**config.mk**
```make
export PLATFORM = sky130hd
export DESIGN_NAME = cbps_front
export DESIGN_NICKNAME = d
export VERILOG_FILES = /design/src/design/cbps_pkg.sv /design/src/design/cbps_front.sv
export SDC_FILE = /design/constraint.sdc
export NUM_CORES = 1
export LEC_CHECK = 0
export BUFFER_PORTS_ARGS = -buffer_cell sky130_fd_sc_hd__buf_2
export CAP_MARGIN = 5
export CORE_AREA = 4 4 102 104
export DETAILED_ROUTE_END_ITERATION = 12
export DIE_AREA = 0 0 106 108
export RECOVER_POWER = 100
export SLEW_MARGIN = 5
export SYNTH_ARGS = -nofsm -noshare
export SYNTH_HDL_FRONTEND = slang
export SYNTH_SLANG_ARGS = --single-unit
```
**constraint.sdc**
```tcl
create_clock -name i_clk -period 11.1 [get_ports i_clk]
set_input_delay 1.11 -clock i_clk [delete_from_list [all_inputs] [get_ports i_clk]]
set_output_delay 1.11 -clock i_clk [all_outputs]
set_load 0.01 [all_outputs]
```
**src/design/cbps_pkg.sv**
```systemverilog
// Package for the cubic Bezier point sampler: register indexes, reset values,
// fixed field widths and the geometry settings shared between the modules.
// No dependencies.
package cbps_pkg;

    localparam int STEP_W      = 4;
    localparam int FRAME_W     = 13;
    localparam int CFG_IDX_W   = 2;
    localparam int CFG_DATA_W  = 13;
    localparam int QUEUE_DEPTH = 4;
    localparam int PIPE_STAGES = 6;

    typedef enum logic [CFG_IDX_W-1:0] {
        CFG_STEP_SHIFT   = 2'd0,
        CFG_FRAME_WIDTH  = 2'd1,
        CFG_FRAME_HEIGHT = 2'd2
    } t_cfg_idx;

    localparam logic [STEP_W-1:0]  RST_STEP_SHIFT   = 4'd10;
    localparam logic [FRAME_W-1:0] RST_FRAME_WIDTH  = 13'd640;
    localparam logic [FRAME_W-1:0] RST_FRAME_HEIGHT = 13'd480;

    // Effective settings seen by the datapath.
    typedef struct packed {
        logic [STEP_W-1:0]  shift;
        logic [FRAME_W-1:0] frame_w;
        logic [FRAME_W-1:0] frame_h;
    } t_geom;

endpackage

```
**src/design/cbps_front.sv**
```systemverilog
// Front end of the sampler: takes input words, clamps the sample index and
// packs each word for the queue. Depends on cbps_pkg.
module cbps_front #(
    parameter int COORD_BITS     = 12,
    parameter int MAX_STEP_SHIFT = 12
) (
    input  logic                          i_clk,
    input  logic                          i_rst_n,
    input  cbps_pkg::t_geom               i_geom,
    input  logic                          i_valid,
    input  logic [COORD_BITS-1:0]         i_x_p0,
    input  logic [COORD_BITS-1:0]         i_y_p0,
    input  logic [COORD_BITS-1:0]         i_x_p1,
    input  logic [COORD_BITS-1:0]         i_y_p1,
    input  logic [COORD_BITS-1:0]         i_x_p2,
    input  logic [COORD_BITS-1:0]         i_y_p2,
    input  logic [COORD_BITS-1:0]         i_x_p3,
    input  logic [COORD_BITS-1:0]         i_y_p3,
    input  logic [MAX_STEP_SHIFT:0]       i_sample_index,
    input  logic                          i_q_full,
    output logic                          o_stall,
    output logic                          o_push,
    output logic [1+2*(MAX_STEP_SHIFT+1)+8*COORD_BITS-1:0] o_entry
);
    import cbps_pkg::*;

    localparam int IW = MAX_STEP_SHIFT + 1;

    logic          r_alive;
    logic [IW-1:0] n_steps;
    logic [IW-1:0] idx_clamped;
    logic [IW-1:0] idx_rest;
    logic          is_last;

    // Holds the input stalled during reset and until the registered flag r_alive is set after release.
    always_ff @(posedge i_clk) begin
        if (!i_rst_n) begin
            r_alive <= 1'b0;
        end else begin
            r_alive <= 1'b1;
        end
    end

    always_comb begin
        n_steps     = IW'(1) << i_geom.shift;
        is_last     = (i_sample_index >= n_steps);
        idx_clamped = is_last ? n_steps : i_sample_index;
        idx_rest    = n_steps - idx_clamped;
    end

    assign o_stall = !r_alive || i_q_full;
    assign o_push  = i_valid && !o_stall;
    assign o_entry = {is_last, idx_rest, idx_clamped,
                      i_y_p3, i_x_p3, i_y_p2, i_x_p2,
                      i_y_p1, i_x_p1, i_y_p0, i_x_p0};

endmodule

```
**Yosys cells after proc, flatten, opt, wreduce, memory -nomap -nowiden**

Cells that the tools add are included.
Widths: inputs -> output; s select.

- Reduce and logical (&&, ||, !) cells: 4
- Muxes and demuxes: 2
- $add $sub $neg: 1
- Shift operators: 1
- Order comparisons: 1

Operators by type and width:

| operator | count |
|---|---|
| $ge 13x13->1 | 1 |
| $mux 13 | 1 |
| $shl 1x4->13 const A | 1 |
| $sub 13x13->13 | 1 |
| $logic_not 1->1 | 2 |
| $logic_and 1x1->1 | 1 |
| $logic_or 1x1->1 | 1 |
| $mux 1 | 1 |

- Output and inout port bits: 125
- Input bits: 143
- Register bits after elaboration: 1
- Word-level logic and storage cells: 10

**Longest topological paths before layout**

- Word-level depth: 4
- Depth in mapped cells: 17
- Mapped depth without buffers: 16

**Worst setup path before layout**

OpenSTA, ideal clock, no wires.

- Path type: input -> output
- Start point: input port i_geom[28] (netlist name)
- End point: output port o_entry[119]
- Path buffers: 1
- Path slack: 5.348 ns
- Stages on the path: 16
- Arrival time: 4.642 ns
- Data required time: 9.990 ns
- Cell sequence: nand2b_1 -> nor3_1 -> inv_1 -> ha_1 -> and4_1 -> nand4_1 -> a21oi_2 -> buf_4 -> mux2i_1 -> ha_1 -> fa_1 -> nor2b_1 -> o31ai_1 -> a21oi_1 -> o2111a_1 -> a311oi_1

- Cells in the longest elaborated chain, start to end: 4

RTL lines:

| item | RTL line | text |
|---|---|---|
| from (decl) | cbps_front.sv:9 | `input cbps_pkg::t_geom i_geom,` |
| $shl 1x4->13 | cbps_front.sv:45 | `n_steps = IW'(1) << i_geom.shift;` |
| $ge 13x13->1 | cbps_front.sv:46 | `is_last = (i_sample_index >= n_steps);` |
| named net is_last | cbps_front.sv:33 | `logic is_last;` |
| $mux 13 | cbps_front.sv:47 | `idx_clamped = is_last ? n_steps : i_sample_index;` |
| named net o_entry[96] | cbps_front.sv:23 | `output logic [1+2*(MAX_STEP_SHIFT+1)+8*COORD_BITS-1:0] o_entry` |
| $sub 13x13->13 | cbps_front.sv:48 | `idx_rest = n_steps - idx_clamped;` |
| to (decl) | cbps_front.sv:23 |  |

The timed path passes the listed nets, and every way through them passes these cells.

**Worst setup path in the final report**

- Start point: input port i_geom[28] (netlist name)
- End point: output port o_entry[121]

- Cells in the longest elaborated chain, start to end: 4

RTL lines:

| item | RTL line |
|---|---|
| $shl 1x4->13 (*) | cbps_front.sv:45 |
| $ge 13x13->1 | cbps_front.sv:46 |
| $mux 13 | cbps_front.sv:47 |
| $sub 13x13->13 (*) | cbps_front.sv:48 |

Every way passes the cells marked *; elsewhere a longest branch is shown, timed or not.

==> impl_metrics.env <==
export IMPL_synthMuxAreaShare=0.1390
export IMPL_synth_xor_area_share=0.03369
export IMPL_startpoint_type="input pin"
export IMPL_multi_input_area_sq_um=1215
export IMPL_grt_pass1_wl_mm=7.417
export IMPL_slew_limit_headroom=-0.8642
export IMPL_clkSlewWorstSetupHoldPaths_ns=0
export IMPL_total_power_w=0.0001126
export IMPL_start_util=0.2178
export IMPL_p_clk_frac=0
export IMPL_fmax_ghz=0.1199
export IMPL_synth_simple_gate_area_share=0.1227
export IMPL_drc_errors=0
export IMPL_tightestPinTransition_ns=2.796
export IMPL_maxSlewViolCount=27
export IMPL_grt_usage=0.07776
export IMPL_crit_fanout=26
export IMPL_crit_buf_inv=3
export IMPL_routed_wl_mm=4.612
export IMPL_final_cell_mix="26 x buf_2, 25 x ha_1, 23 x clkbuf_1"
export IMPL_ys_seq_area_frac=0.009627
export IMPL_postRouteAntennaNets=0
export IMPL_synth_area_sq_um=2079
export IMPL_cpMaxStageDelayCell="a21oi_1"
export IMPL_hp_class="in -> reg"
export IMPL_p_int_w=0.00005041
export IMPL_dr_total_vias=1508
export IMPL_peakVddDrop_mv=0.01676
export IMPL_syn2layout_area_growth_pct=-18.59
export IMPL_drtIter0Drc=19
export IMPL_postCtsSetupBuffers=0
export IMPL_finalCritPeriodShare=0.7513
export IMPL_postCtsResizedCells=0
export IMPL_top_register="r_alive"
export IMPL_nNetsFinal=391
export IMPL_coreArea_sq_um=9549
export IMPL_io_pins=268
export IMPL_grt_max_degree=27
export IMPL_cap_violations=1
export IMPL_hold_buffers=0
export IMPL_violations="capacitance limit, slew limit"
export IMPL_rsz0062_at_grt="no"
export IMPL_final_fill_count=1169
export IMPL_syn_avg_cell_area_sq_um=7.673
export IMPL_p_leak_nw=0.7438
export IMPL_portBuffers=49
export IMPL_diodes=0
export IMPL_regArea_sq_um=20.02
export IMPL_antenna_found_initial=0
export IMPL_finalWorstPathRequiredPeriod_ns=8.339
export IMPL_crit_type="in -> out"
export IMPL_die_height_microns=108
export IMPL_p_per_area_nw_per_um2=66.54
export IMPL_critPathTopFamily="compound AO/OA/AOI/OAI gates"
export IMPL_largest_reg_flops=1
export IMPL_drive_gt1_frac=0.1682
export IMPL_dpl_hpwl_mm=4.027
export IMPL_outcome="finished, violations left"
export IMPL_yosysWarnings=0
export IMPL_layout_commonest_cell="buf_2"
export IMPL_first_pass_iters=4
export IMPL_hold_viol=0
export IMPL_synthAdderAreaFrac=0.1600
export IMPL_netSwitchingFraction=0.5525
export IMPL_synth_cell_type_count=38
export IMPL_reg_top3="r_alive: 1 flops"
export IMPL_synth_nets=440
export IMPL_placed_cells=353
export IMPL_rows=36
export IMPL_min_to="r_alive"
export IMPL_cp_end_kind="output pin"
export IMPL_p_comb_frac=0.965
export IMPL_crit_required_ns=9.99
export IMPL_setup_violations=0
export IMPL_path_cells="clkbuf_1, nand2b_1, nor3_1, inv_1, ha_1, and4_1, nand4_1, a21oi_1, mux2i_1, ha_1, fa_1, nor2b_1, o31ai_1, a211oi_1, o21ai_0, o2bb2ai_1, clkbuf_1"
export IMPL_synth_compound_area_share=0.1378
export IMPL_fin_area_sq_um=1693
export IMPL_whs_path_depth=1
export IMPL_cp_arrival_ns=7.23
export IMPL_via_per_inst=4.272
export IMPL_gr_total_overflow=0
export IMPL_dieArea_sq_um=11450
export IMPL_ys_seq_elements=1
export IMPL_power_switching_w=0.00006223
export IMPL_fin_tns_setup_ns=0
export IMPL_die_w_microns=106
export IMPL_hp_start="i_rst_n"
export IMPL_synth_top_family_by_area="buffers and inverters"
export IMPL_synth_cells=271
export IMPL_place_gp_congestion=0.7518
export IMPL_grt_pass1_vias=1480
export IMPL_place_area_sq_um=1748
export IMPL_final_cell_count_no_fill=353
export IMPL_wl_per_cell_microns=13.07
export IMPL_cp_slowest_stage_delay_ns=2.07
export IMPL_p_seq_frac=0.035
through the flow:
step | hold slack, ns | worst slack (ns) | util
after global routing | 1.227 | 2.121 | 0.1773
final | 1.220 | 2.761 | 0.1773
after global placement | 1.216 | 4.292 | 0.1830
after detailed placement | 1.224 | 4.206 | 0.1830
after floorplan | 1.138 | 5.348 | -
after CTS | 1.224 | 4.183 | 0.1830
cells in the mapped netlist:
cell type / instances / area, sq um
buf_4: 98 / 735.7
ha_1: 25 / 312.8
inv_1: 20 / 75.07
nor2_1: 19 / 71.32
mux2i_1: 12 / 120.1
nand2_1: 9 / 33.78
o21ai_0: 9 / 45.04
mux2_2: 7 / 78.83
xnor2_1: 7 / 61.31
a21oi_1: 6 / 30.03
mux2_4: 6 / 90.09
nand2b_1: 5 / 31.28
nor3_1: 5 / 25.02
nor2b_1: 4 / 25.02
a211oi_1: 3 / 22.52
nand3_1: 3 / 15.01
o211ai_1: 3 / 22.52
o21a_1: 3 / 22.52
a21o_1: 2 / 15.01
a311oi_1: 2 / 17.52
and3_1: 2 / 12.51
nand4_1: 2 / 12.51
o2111a_1: 2 / 22.52
o2bb2ai_1: 2 / 17.52
or3_1: 2 / 12.51
a2111oi_4: 1 / 27.53
a211oi_2: 1 / 12.51
a21oi_2: 1 / 8.760
and4_1: 1 / 8.760
buf_6: 1 / 11.26
clkbuf_1: 1 / 3.750
dfxtp_1: 1 / 20.02
fa_1: 1 / 20.02
nand3b_1: 1 / 7.510
o22ai_1: 1 / 6.260
o31a_1: 1 / 8.760
o31ai_1: 1 / 7.510
xor2_1: 1 / 8.760
layout make-up:
cell class	count	share of cell area
Inverter	20	0.04435
Multi-Input combinational cell	150	0.7177
Sequential cell	1	0.01183
Tap cell	133	0.09830
Timing Repair Buffer	49	0.1279
how the worst max path moves through the flow:
stage	startpoint	end	slack, ns	cells past startpoint
2_1_floorplan	i_geom[28]	o_entry[119]	5.35	16
3_3_place_gp	i_geom[28]	o_entry[119]	4.29	17
3_5_place_dp	i_geom[28]	o_entry[121]	4.21	17
4_1_cts	i_geom[28]	o_entry[121]	4.18	17
5_1_grt	i_geom[28]	o_entry[121]	2.12	17
6_report	i_geom[28]	o_entry[121]	2.76	17
per-layer routing:
metal	up-vias	global-route usage	wire, microns
met5	-	0	0
met2	62	0.1362	2019
li1	726	-	-
met4	0	0.03145	170
met3	24	0.01373	351
met1	696	0.09447	2070
kinds of logic (layout without fill, tap and decap cells):
logic type                 count (synthesis)  count (layout)
buffers and inverters                    120              69
DFF                                        1               1
AOI/OAI and AO/OA                         38              38
and+or+nand+nor                           53              53
muxes                                     25              25
adders and majority gates                 26              26
xor gates and xnor gates                   8               8
power by group through the flow:
stage	registers [W]	logic (W)	clock network, W
final	0.00000391	0.000109	0
after global routing	0.00000392	0.000124	0
after CTS	0.00000392	0.000116	0
after detailed placement	0.00000392	0.000115	0
after global placement	0.00000391	0.000114	0
after floorplan	0.00000390	0.000114	0
No activity file was read; power rests on OpenSTA's default activity.
