## src/design/cbps_queue.sv

```systemverilog
// Short first-in first-out queue of flip-flops between front and back end.
// No dependencies.
module cbps_queue #(
    parameter int WIDTH = 8,
    parameter int DEPTH = 4
) (
    input  logic             i_clk,
    input  logic             i_rst_n,
    input  logic             i_push,
    input  logic [WIDTH-1:0] i_data,
    input  logic             i_pop,
    output logic             o_valid,
    output logic             o_full,
    output logic [WIDTH-1:0] o_data
);
    localparam int AW = (DEPTH > 1) ? $clog2(DEPTH) : 1;
    localparam int CW = $clog2(DEPTH + 1);

    logic [WIDTH-1:0] r_mem [DEPTH];
    logic [AW-1:0]    r_wr;
    logic [AW-1:0]    r_rd;
    logic [CW-1:0]    r_cnt;
    logic [AW-1:0]    n_wr;
    logic [AW-1:0]    n_rd;
    logic [CW-1:0]    n_cnt;

    always_comb begin
        n_wr  = (r_wr == AW'(DEPTH - 1)) ? '0 : r_wr + AW'(1);
        n_rd  = (r_rd == AW'(DEPTH - 1)) ? '0 : r_rd + AW'(1);
        n_cnt = r_cnt + CW'(i_push) - CW'(i_pop);
    end

    always_ff @(posedge i_clk) begin
        if (!i_rst_n) begin
            r_wr  <= '0;
            r_rd  <= '0;
            r_cnt <= '0;
        end else begin
            if (i_push) begin
                r_wr <= n_wr;
            end
            if (i_pop) begin
                r_rd <= n_rd;
            end
            r_cnt <= n_cnt;
        end
    end

    always_ff @(posedge i_clk) begin
        if (i_push) begin
            r_mem[r_wr] <= i_data;
        end
    end

    assign o_valid = (r_cnt != '0);
    assign o_full  = (r_cnt == CW'(DEPTH));
    assign o_data  = r_mem[r_rd];

endmodule

```

## config.mk

```make
export PLATFORM = sky130hd
export DESIGN_NAME = cbps_queue
export DESIGN_NICKNAME = d
export VERILOG_FILES = /design/src/design/cbps_queue.sv
export SDC_FILE = /design/constraint.sdc
export NUM_CORES = 1
export LEC_CHECK = 0
export BUFFER_PORTS_ARGS = -buffer_cell sky130_fd_sc_hd__buf_2
export CORE_AREA = 2 2 58 60
export CTS_CLUSTER_DIAMETER = 150
export DETAILED_ROUTE_END_ITERATION = 16
export DIE_AREA = 0 0 60 62
export HOLD_SLACK_MARGIN = 0.03
export PLACE_DENSITY = 0.74
export RECOVER_POWER = 50
export SYNTH_ARGS = -nofsm -noshare
export SYNTH_HDL_FRONTEND = slang
export SYNTH_SLANG_ARGS = --single-unit
```

## constraint.sdc

```tcl
create_clock -name i_clk -period 4.6 [get_ports i_clk]
set_input_delay 0.46 -clock i_clk [delete_from_list [all_inputs] [get_ports i_clk]]
set_output_delay 0.46 -clock i_clk [all_outputs]
set_load 0.005 [all_outputs]
```

Word level (Yosys, flattened, before mapping)
Memories as Yosys holds them, arrays and structs flattened. A register that Yosys moved wholly into a read port is not among the register bits.
Cells that the tools add are included.

operators by class
  add/sub/neg operators = 4
  equality and inequality tests = 3
  multiplexer cells = 6
  reductions and logical operators = 1

operators with widths
  kind                 number
  $mux 2               4
  $add 2x1->2 const B  2
  $eq 2x2->1 const B   2
  $add 3x1->3          1
  $eq 3x3->1 const B   1
  $reduce_bool 3->1    1
  $sub 3x1->3          1
  $mux 1               2

word-level totals
  flip-flop bits (word level) = 7
  bits in writable memories = 32
  input bits = 12
  output and inout port bits = 10
  logic and storage cells = 18
  memories = 1

memory list
  name   depth  bits a word  rd ports  clocked after Yosys merged registers in  wr ports  line  text
  r_mem  4      8            1         1                                        1         19    logic [WIDTH-1:0] r_mem [DEPTH];

Longest topological paths before layout
Gate-level depths: netlist of the first run.

  word-level depth = 4
  depth in mapped cells = 7
  mapped depth without buffers = 7

Worst setup path after synthesis of the first run
Ideal clock, no wire load.

  kind = input to register
  start = in i_pop
  end = reg r_cnt[2]
  library setup time = 64 ps
  data arrival time = 1711 ps
  required time = 4536 ps
  path slack = 2824 ps
  stages on the path = 6
  path buffers = 0
  cell sequence = ha_1 inv_1 ha_1 fa_1 xor3_1 nor2_1

on the way
  word-level cells in the longest chain between the ends = 1

ends and longest elaborated chain
  what                    line  text
  start: declaration      11    input logic i_pop,
  $sub 3x1->3             30    n_cnt = r_cnt + CW'(i_push) - CW'(i_pop);
  end signal: assignment  45    r_cnt <= n_cnt;
  end: declaration        22    logic [CW-1:0] r_cnt;

Every way passes these cells.
A chain may end at the register's enable or synchronous reset.

==> results_tabular.tex, run 1 <==
\begin{tabular}{lr}
\hline
Metric & Value \\
\hline
\multicolumn{2}{l}{\textbf{Synthesis}} \\
Synthesis Warnings & 0 \\
Count of mapped cells out of synthesis & 86 \\
Synth Cell Area & $\sim$0.0016 sq mm \\
Most used DFF post-synth & sky130\_fd\_sc\_hd\_\_edfxtp\_1 \\
Post-synth top area cell & sky130\_fd\_sc\_hd\_\_edfxtp\_1 \\
Flop and latch count out of synthesis & 41 \\
Proportion of register bits with asynchronous set or reset after synthesis & 0\% \\
Net count of the mapped netlist & 106 \\
Per-instance average area after synthesis & 18.8 sq um \\
Distinct cell type count of the synthesized netlist & 17 \\
Post-synth EDFFs & 32 \\
Count leader, synth & sky130\_fd\_sc\_hd\_\_edfxtp\_1 \\
Ranking of synthesized cells by instance count & sky130\_fd\_sc\_hd\_\_edfxtp\_1, sky130\_fd\_sc\_hd\_\_dfxtp\_1, sky130\_fd\_sc\_hd\_\_mux4\_2, sky130\_fd\_sc\_hd\_\_ha\_1, sky130\_fd\_sc\_hd\_\_inv\_1 \\
Portion of synthesized cell area occupied by the leading cell type & 59.4\% \\
Dominant cells by area after synthesis & sky130\_fd\_sc\_hd\_\_edfxtp\_1, sky130\_fd\_sc\_hd\_\_dfxtp\_1, sky130\_fd\_sc\_hd\_\_mux4\_2 \\
Share of synthesized area occupied by flip-flops and latches & 70.6\% \\
\multicolumn{2}{l}{\textbf{Pwr}} \\
Total power density per cell area & 410 mW/mm\^{}2 \\
Highest ir drop seen on vdd & 0.181 mV \\
Post-route total power & 749 uW \\
Lkg Pwr & about 0.67 nW \\
\multicolumn{2}{l}{\textbf{Critical path}} \\
Data arrival at the endpoint of the critical path & 1.74 ns \\
Crit path buffers/inverters & 1 \\
Delay-heaviest family, CP & flip-flops \\
Critical Path Source Type & flop \\
Kind of critical path & flop to primary output \\
Max FO, Critical Path & 8 \\
Crit path capture type & primary output \\
Required time reported for the critical path endpoint & $\sim$4.1 ns \\
Max incr delay on CP & 0.68 ns \\
CP cell instances & mux4\_2, buf\_2 \\
Slowest cell on the critical path & sky130\_fd\_sc\_hd\_\_dfxtp\_1 \\
\multicolumn{2}{l}{\textbf{Floorplan}} \\
Die Height & 62 um \\
Full die area & approximately 0.0037 sq mm \\
Number of rows in the core area & 21 \\
Count of pins on the block boundary & 22 \\
X dimension of the die & 60 um \\
Core Box Area & $\sim$0.0032 sq mm \\
Initial standard-cell utilization of the core & between 50\% and 60\% \\
\multicolumn{2}{l}{\textbf{Global route}} \\
Pin count of the biggest net entering global routing & 13 \\
Via count of the first global-routing pass & 748 \\
Antenna violations before repair & 0 \\
Overall Global Routing Usage & 14.3\% \\
Grt total ovfl & 0 \\
Global-route wire length before repair & approximately 3500 um \\
\multicolumn{2}{l}{\textbf{Drt}} \\
Avg Vias per Cell & 4.95 \\
Antenna viol nets, final & 0 \\
Number of remaining DRC errors & 0 \\
Highest routed metal layer & met4 \\
WL met1 & 994 um \\
Routed wire length per instance & 14.2 um \\
DR WL met2 & 1110 um \\
Detailed-route wire length & 2260 um \\
Vias & 787 \\
Met3 wirelength from detailed routing & between 90 and 100 um \\
Drt first-iter violations & 9 \\
Number of detailed-route iterations in the first pass & 4 \\
\multicolumn{2}{l}{\textbf{Layout}} \\
Multi-input combinational cell area & 433 sq um \\
Final core area utilization & 57.5\% \\
Count of antenna diodes in the layout & 0 \\
Fraction of layout cells with a size suffix above 1 & 23.9\% \\
Nets & around 130 \\
Synth-to-Final Area Change & 13.1\% \\
Filler Cells Inserted & between 200 and 300 \\
Sequential cell area & 0.00114 sq mm \\
Finished layout cell area & 0.00183 sq mm \\
\multicolumn{2}{l}{\textbf{CTS}} \\
Buffer depth of the longest clock path & 2 \\
Hold Buf Count CTS & 0 \\
Worst skew pair latency & 0.34 ns \\
Root Buffer & sky130\_fd\_sc\_hd\_\_clkbuf\_4 \\
Sinks on the clock net & 41 \\
Post CTS Setup Buffer Count & 0 \\
Reg clk slew, reported paths & roughly 0.11 ns \\
Inserted Clock Buffers & 5 \\
Cts repair resizes & 0 \\
Clock tree from TritonCTS & built \\
Maximum level of the CTS H-tree & 2 \\
\multicolumn{2}{l}{\textbf{STA}} \\
Final hold violations & 0 \\
Endpoints failing setup & 0 \\
Crit share post-route & a little under half \\
Unrepaired setup endpoints after global routing & no \\
Max Transition Viols Final & 0 \\
Max-slew headroom & 61.0\% \\
Peak clock frequency supported by timing & 0.454 GHz \\
Setup\_tns & 0 ns \\
Post-route clock skew & 0.00728 ns \\
Slack of the critical path & 2.40 ns \\
Slew at the pin with the worst max-slew slack & roughly 0.58 ns \\
Minimum period implied by the final worst setup slack & 2.20 ns \\
\multicolumn{2}{l}{\textbf{Place}} \\
Final estimated routing congestion in global placement & 0.658 \\
Setup WS pre-CTS & between 2 and 3 ns \\
Post-Place Cell Area & 0.00176 sq mm \\
IO Port Bufs & 21 \\
DP Wirelength & 1610 um \\
\multicolumn{2}{l}{\textbf{Run status}} \\
Result of the run & complete, no violations \\
\multicolumn{2}{l}{\textbf{Hold path}} \\
Classification of the worst-slack hold path & input pin to flop \\
\multicolumn{2}{l}{\textbf{Flow run}} \\
Number of max-cap violations & 0 \\
\hline
\end{tabular}
-- layout by cell type, fill, tap and decap left out --
cell / synthesis / layout
sky130_fd_sc_hd__dfxtp_1: 9 / 9
sky130_fd_sc_hd__inv_1: 7 / 7
sky130_fd_sc_hd__ha_1: 7 / 7
sky130_fd_sc_hd__nor2_1: 3 / 3
sky130_fd_sc_hd__or3b_1: 2 / 2
sky130_fd_sc_hd__edfxtp_1: 32 / 32
sky130_fd_sc_hd__mux2i_1: 2 / 2
sky130_fd_sc_hd__nand2b_1: 2 / 2
sky130_fd_sc_hd__mux4_2: 8 / 8
sky130_fd_sc_hd__clkbuf_1: 0 / 9
sky130_fd_sc_hd__clkinv_1: 0 / 1
sky130_fd_sc_hd__and2_1: 6 / 5
sky130_fd_sc_hd__and2_0: 0 / 1
sky130_fd_sc_hd__a21oi_1: 2 / 2
sky130_fd_sc_hd__xor3_1: 1 / 1
sky130_fd_sc_hd__and3_1: 1 / 1
sky130_fd_sc_hd__bufinv_16: 0 / 1
sky130_fd_sc_hd__buf_2: 0 / 13
sky130_fd_sc_hd__or3_1: 1 / 1
sky130_fd_sc_hd__fa_1: 1 / 1
sky130_fd_sc_hd__clkbuf_4: 0 / 5
-- cells by family after synthesis --
kind of cell / synth area share (%)
multiplexers: 12.4
buffers and inverters: 2.63
AND/OR/NAND/NOR: 5.65
flip-flops: 70.6
XOR/XNOR: 1.47
AO/OA/AOI/OAI: 0.619
adder cells (fa/ha/maj): 6.66
-- worst register-to-register path: cells and delay by family (launching register included) --
kind / cells / cell delay (ns)
fa+ha+maj: 3 / 0.84
xor+xnor: 1 / 0.36
flops: 1 / 0.34
buf+inv: 2 / 0.09
simple gates: 1 / 0.09
-- per-layer routing --
layer  GRT usage [%]  vias to the layer above
li1                -                      374
met1            15.8                      390
met3            5.80                        6
met4            7.62                        0
met5               0                        -
met2            23.8                       17
-- registers in the layout, summed over array words and instances, names as in the netlist, named ones only --
register,count
r_cnt,3
r_rd,2
r_wr,2
r_mem,32
-- cell type report --
type / instances / share of cell area (%)
multi-input cells: 36 / 23.7
flip-flops and latches: 41 / 62.4
repair buffers: 21 / 5.20
inverters: 7 / 1.44
well taps: 46 / 3.15
clock buffers: 6 / 2.26
clock inverters: 2 / 1.85
-- through the flow --
step	hold WS [ns]	std cells
after floorplan	0.476	86
after global routing	0.347	159
final	0.343	159
after global placement	0.500	151
after CTS	0.317	159
after detailed placement	0.507	151
-- report_power, final --
| part | total [mW] | leakage [nW] | internal [mW] | switching [mW] |
|---|---|---|---|---|
| Combinational | 0.0922 | 0.265 | 0.0541 | 0.0381 |
| Sequential | 0.436 | 0.368 | 0.422 | 0.0138 |
| Clock | 0.221 | 0.0399 | 0.113 | 0.108 |
| Total | 0.749 | 0.673 | 0.589 | 0.160 |
-- worst paths after layout --
path                               start        end  slack (ns)  cells after the start
worst max register to register  r_cnt[0]   r_cnt[2]        2.83                      7
worst max-delay path                flop  o_data[4]        2.40                      2
worst min register to register   r_rd[0]       flop        0.53                      2
worst min-delay path             i_rst_n   r_cnt[1]        0.34                      2
(Power assumes the default switching activity.)
==> inputs of run 2 (changes only) <==
Settings changed: CORE_AREA 2 2 58 60 to 2 2 60 62, DIE_AREA 0 0 60 62 to 0 0 62 64, PLACE_DENSITY 0.74 to 0.72.
Clock period 4.6 ns to 2 ns, I/O delays scaled along.
==> run 2 against run 1 <==
Effect of this change: clock power is 130% higher; cell area rose by 0.41%; non-clock buffer count increased by 1; combinational power grew 140%; largest cell class unchanged.
==> results_tabular.tex, run 2 (synthesis gave the netlist of run 1 again) <==
\begin{tabular}{lr}
\hline
Metric & Value \\
\hline
\multicolumn{2}{l}{\textbf{Run status}} \\
Result of the run & complete, no violations \\
\multicolumn{2}{l}{\textbf{CTS}} \\
Clock tree from TritonCTS & built \\
Sinks on the clock net & 41 (unchanged) \\
Post CTS Setup Buffer Count & 0 (unchanged) \\
Cts repair resizes & 0 (unchanged) \\
Hold Buf Count CTS & 0 (unchanged) \\
Root Buffer & sky130\_fd\_sc\_hd\_\_clkbuf\_4 \\
Reg clk slew, reported paths & 0.11 ns (about the same) \\
Worst skew pair latency & 0.34 ns (about the same) \\
Maximum level of the CTS H-tree & 2 (unchanged) \\
Buffer depth of the longest clock path & 2 (unchanged) \\
Inserted Clock Buffers & 5 (unchanged) \\
\multicolumn{2}{l}{\textbf{Place}} \\
IO Port Bufs & 21 (unchanged) \\
Final estimated routing congestion in global placement & 0.715 (+8.6\%) \\
DP Wirelength & 1650 um (+2.7\%) \\
Post-Place Cell Area & 0.00177 sq mm (+0.43\%) \\
\multicolumn{2}{l}{\textbf{Floorplan}} \\
Number of rows in the core area & 21 (unchanged) \\
Initial standard-cell utilization of the core & 49.2\% (-1.6 points) \\
Count of pins on the block boundary & 22 (unchanged) \\
Die Height & 64 um (+3.2\%) \\
Full die area & 0.00397 sq mm (+6.7\%) \\
Core Box Area & 0.00328 sq mm (+3.3\%) \\
X dimension of the die & 62 um (+3.3\%) \\
\multicolumn{2}{l}{\textbf{Flow run}} \\
Number of max-cap violations & 0 (unchanged) \\
\multicolumn{2}{l}{\textbf{Hold path}} \\
Classification of the worst-slack hold path & input pin to flop \\
\multicolumn{2}{l}{\textbf{Layout}} \\
Most frequent cells in the layout & sky130\_fd\_sc\_hd\_\_edfxtp\_1, sky130\_fd\_sc\_hd\_\_buf\_2, sky130\_fd\_sc\_hd\_\_dfxtp\_1, sky130\_fd\_sc\_hd\_\_clkbuf\_1, sky130\_fd\_sc\_hd\_\_mux4\_2 \\
Count of antenna diodes in the layout & 0 (unchanged) \\
Synth-to-Final Area Change & 13.5\% \\
Registers with the most flip-flops & r\_mem (32), r\_cnt (3) \\
Fraction of layout cells with a size suffix above 1 & 24.6\% (+0.67 points) \\
Final core area utilization & 55.9\% (-1.6 points) \\
Largest register FFs & 32 (unchanged) \\
Nets & 133 (+0.76\%) \\
Register with the most flip-flops & r\_mem \\
Finished layout cell area & 0.00184 sq mm (+0.41\%) \\
Commonest non-fill, non-tap cell in the layout & sky130\_fd\_sc\_hd\_\_edfxtp\_1 \\
\multicolumn{2}{l}{\textbf{Pwr}} \\
Lkg Pwr & 0.678 nW (+0.79\%) \\
Post-route total power & 1.72 mW (+130\%) \\
Total power density per cell area & 937 mW/mm\^{}2 (+130\%) \\
Highest ir drop seen on vdd & 0.509 mV (+180\%) \\
\multicolumn{2}{l}{\textbf{Drt}} \\
Detailed-route wire length & 2310 um (+2.2\%) \\
Drt first-iter violations & 20 (+11) \\
Routed wire length per instance & 14.4 um (+1.6\%) \\
Vias & 787 (unchanged) \\
Avg Vias per Cell & 4.92 (-0.62\%) \\
Antenna viol nets, final & 0 (unchanged) \\
Number of detailed-route iterations in the first pass & 4 (unchanged) \\
Number of remaining DRC errors & 0 (unchanged) \\
\multicolumn{2}{l}{\textbf{Critical path}} \\
Max FO, Critical Path & 5 (-3) \\
Kind of critical path & flop to primary output \\
Crit path capture type & primary output \\
Data arrival at the endpoint of the critical path & 1.68 ns (-0.06 ns) \\
Required time reported for the critical path endpoint & 1.80 ns (-2.34 ns) \\
Critical Path Source Type & flop \\
Slack of the worst reg-to-reg path & 0.22 ns (-2.61 ns) \\
\multicolumn{2}{l}{\textbf{Global route}} \\
Pin count of the biggest net entering global routing & 13 (unchanged) \\
Overall Global Routing Usage & 13.7\% (-0.59 points) \\
Grt total ovfl & 0 (unchanged) \\
Global-route wire length before repair & 3660 um (+4.3\%) \\
Via count of the first global-routing pass & 814 (+8.8\%) \\
Antenna violations before repair & 0 (unchanged) \\
\multicolumn{2}{l}{\textbf{STA}} \\
Endpoints failing setup & 0 (unchanged) \\
Setup\_tns & 0 ns (unchanged) \\
Post-route clock skew & 0.0109 ns (+0.00360 ns) \\
Max-slew headroom & 69.8\% (+8.8 points) \\
Peak clock frequency supported by timing & 0.532 GHz \\
Unrepaired setup endpoints after global routing & no \\
Final hold violations & 0 (unchanged) \\
Slew at the pin with the worst max-slew slack & 0.452 ns (-0.132 ns) \\
Crit share post-route & a little over nine tenths \\
Minimum period implied by the final worst setup slack & 1.88 ns \\
Worst slack on hold paths & 0.0819 ns (-0.261 ns) \\
Max Transition Viols Final & 0 (unchanged) \\
\hline
\end{tabular}
[run 2: cell type report]
type | count | area (sq um)
Fill cell | 261 | 1450
Multi-Input combinational cell | 36 | 433
Clock inverter | 2 | 33.8
Tap cell | 46 | 57.6
Timing Repair Buffer | 22 | 103
Sequential cell | 41 | 1140
Inverter | 7 | 26.3
Clock buffer | 6 | 41.3
[run 2: worst max-delay path: stages (launching register included)]
cell and delay [ns]:
sky130_fd_sc_hd__dfxtp_1 0.47, sky130_fd_sc_hd__buf_4 0.23, sky130_fd_sc_hd__mux4_2 0.51, sky130_fd_sc_hd__buf_2 0.14
[run 2: final timing paths]
path                            startpoint         to  depth (start not counted)
worst min-delay path               i_rst_n   r_cnt[1]                          2
worst max-delay path                  flop  o_data[5]                          3
worst max register to register    r_cnt[0]   r_cnt[2]                          7
worst min register to register     r_rd[0]       flop                          2
[run 2: stage by stage]
step	setup slack (ns)	std cells
4_1_cts	0.0702	160
5_1_grt	0.00185	160
3_3_place_gp	0.329	152
6_report	0.121	160
2_1_floorplan	0.344	86
3_5_place_dp	0.229	152
[run 2: per-layer routing]
| metal | global-route usage, % | share of wire, % | vias to the layer above |
|---|---|---|---|
| met5 | 0 | 0 | - |
| met4 | 5.59 | 1.6 | 0 |
| met3 | 6.07 | 4.3 | 6 |
| met2 | 22.5 | 53 | 16 |
| met1 | 15.0 | 41 | 391 |
| li1 | - | - | 374 |
[run 2: power breakdown]
group / switching (mW) / internal [mW] / leakage, nW
logic: 0.0927 / 0.127 / 0.270
registers: 0.0298 / 0.971 / 0.368
clock network: 0.240 / 0.260 / 0.0399
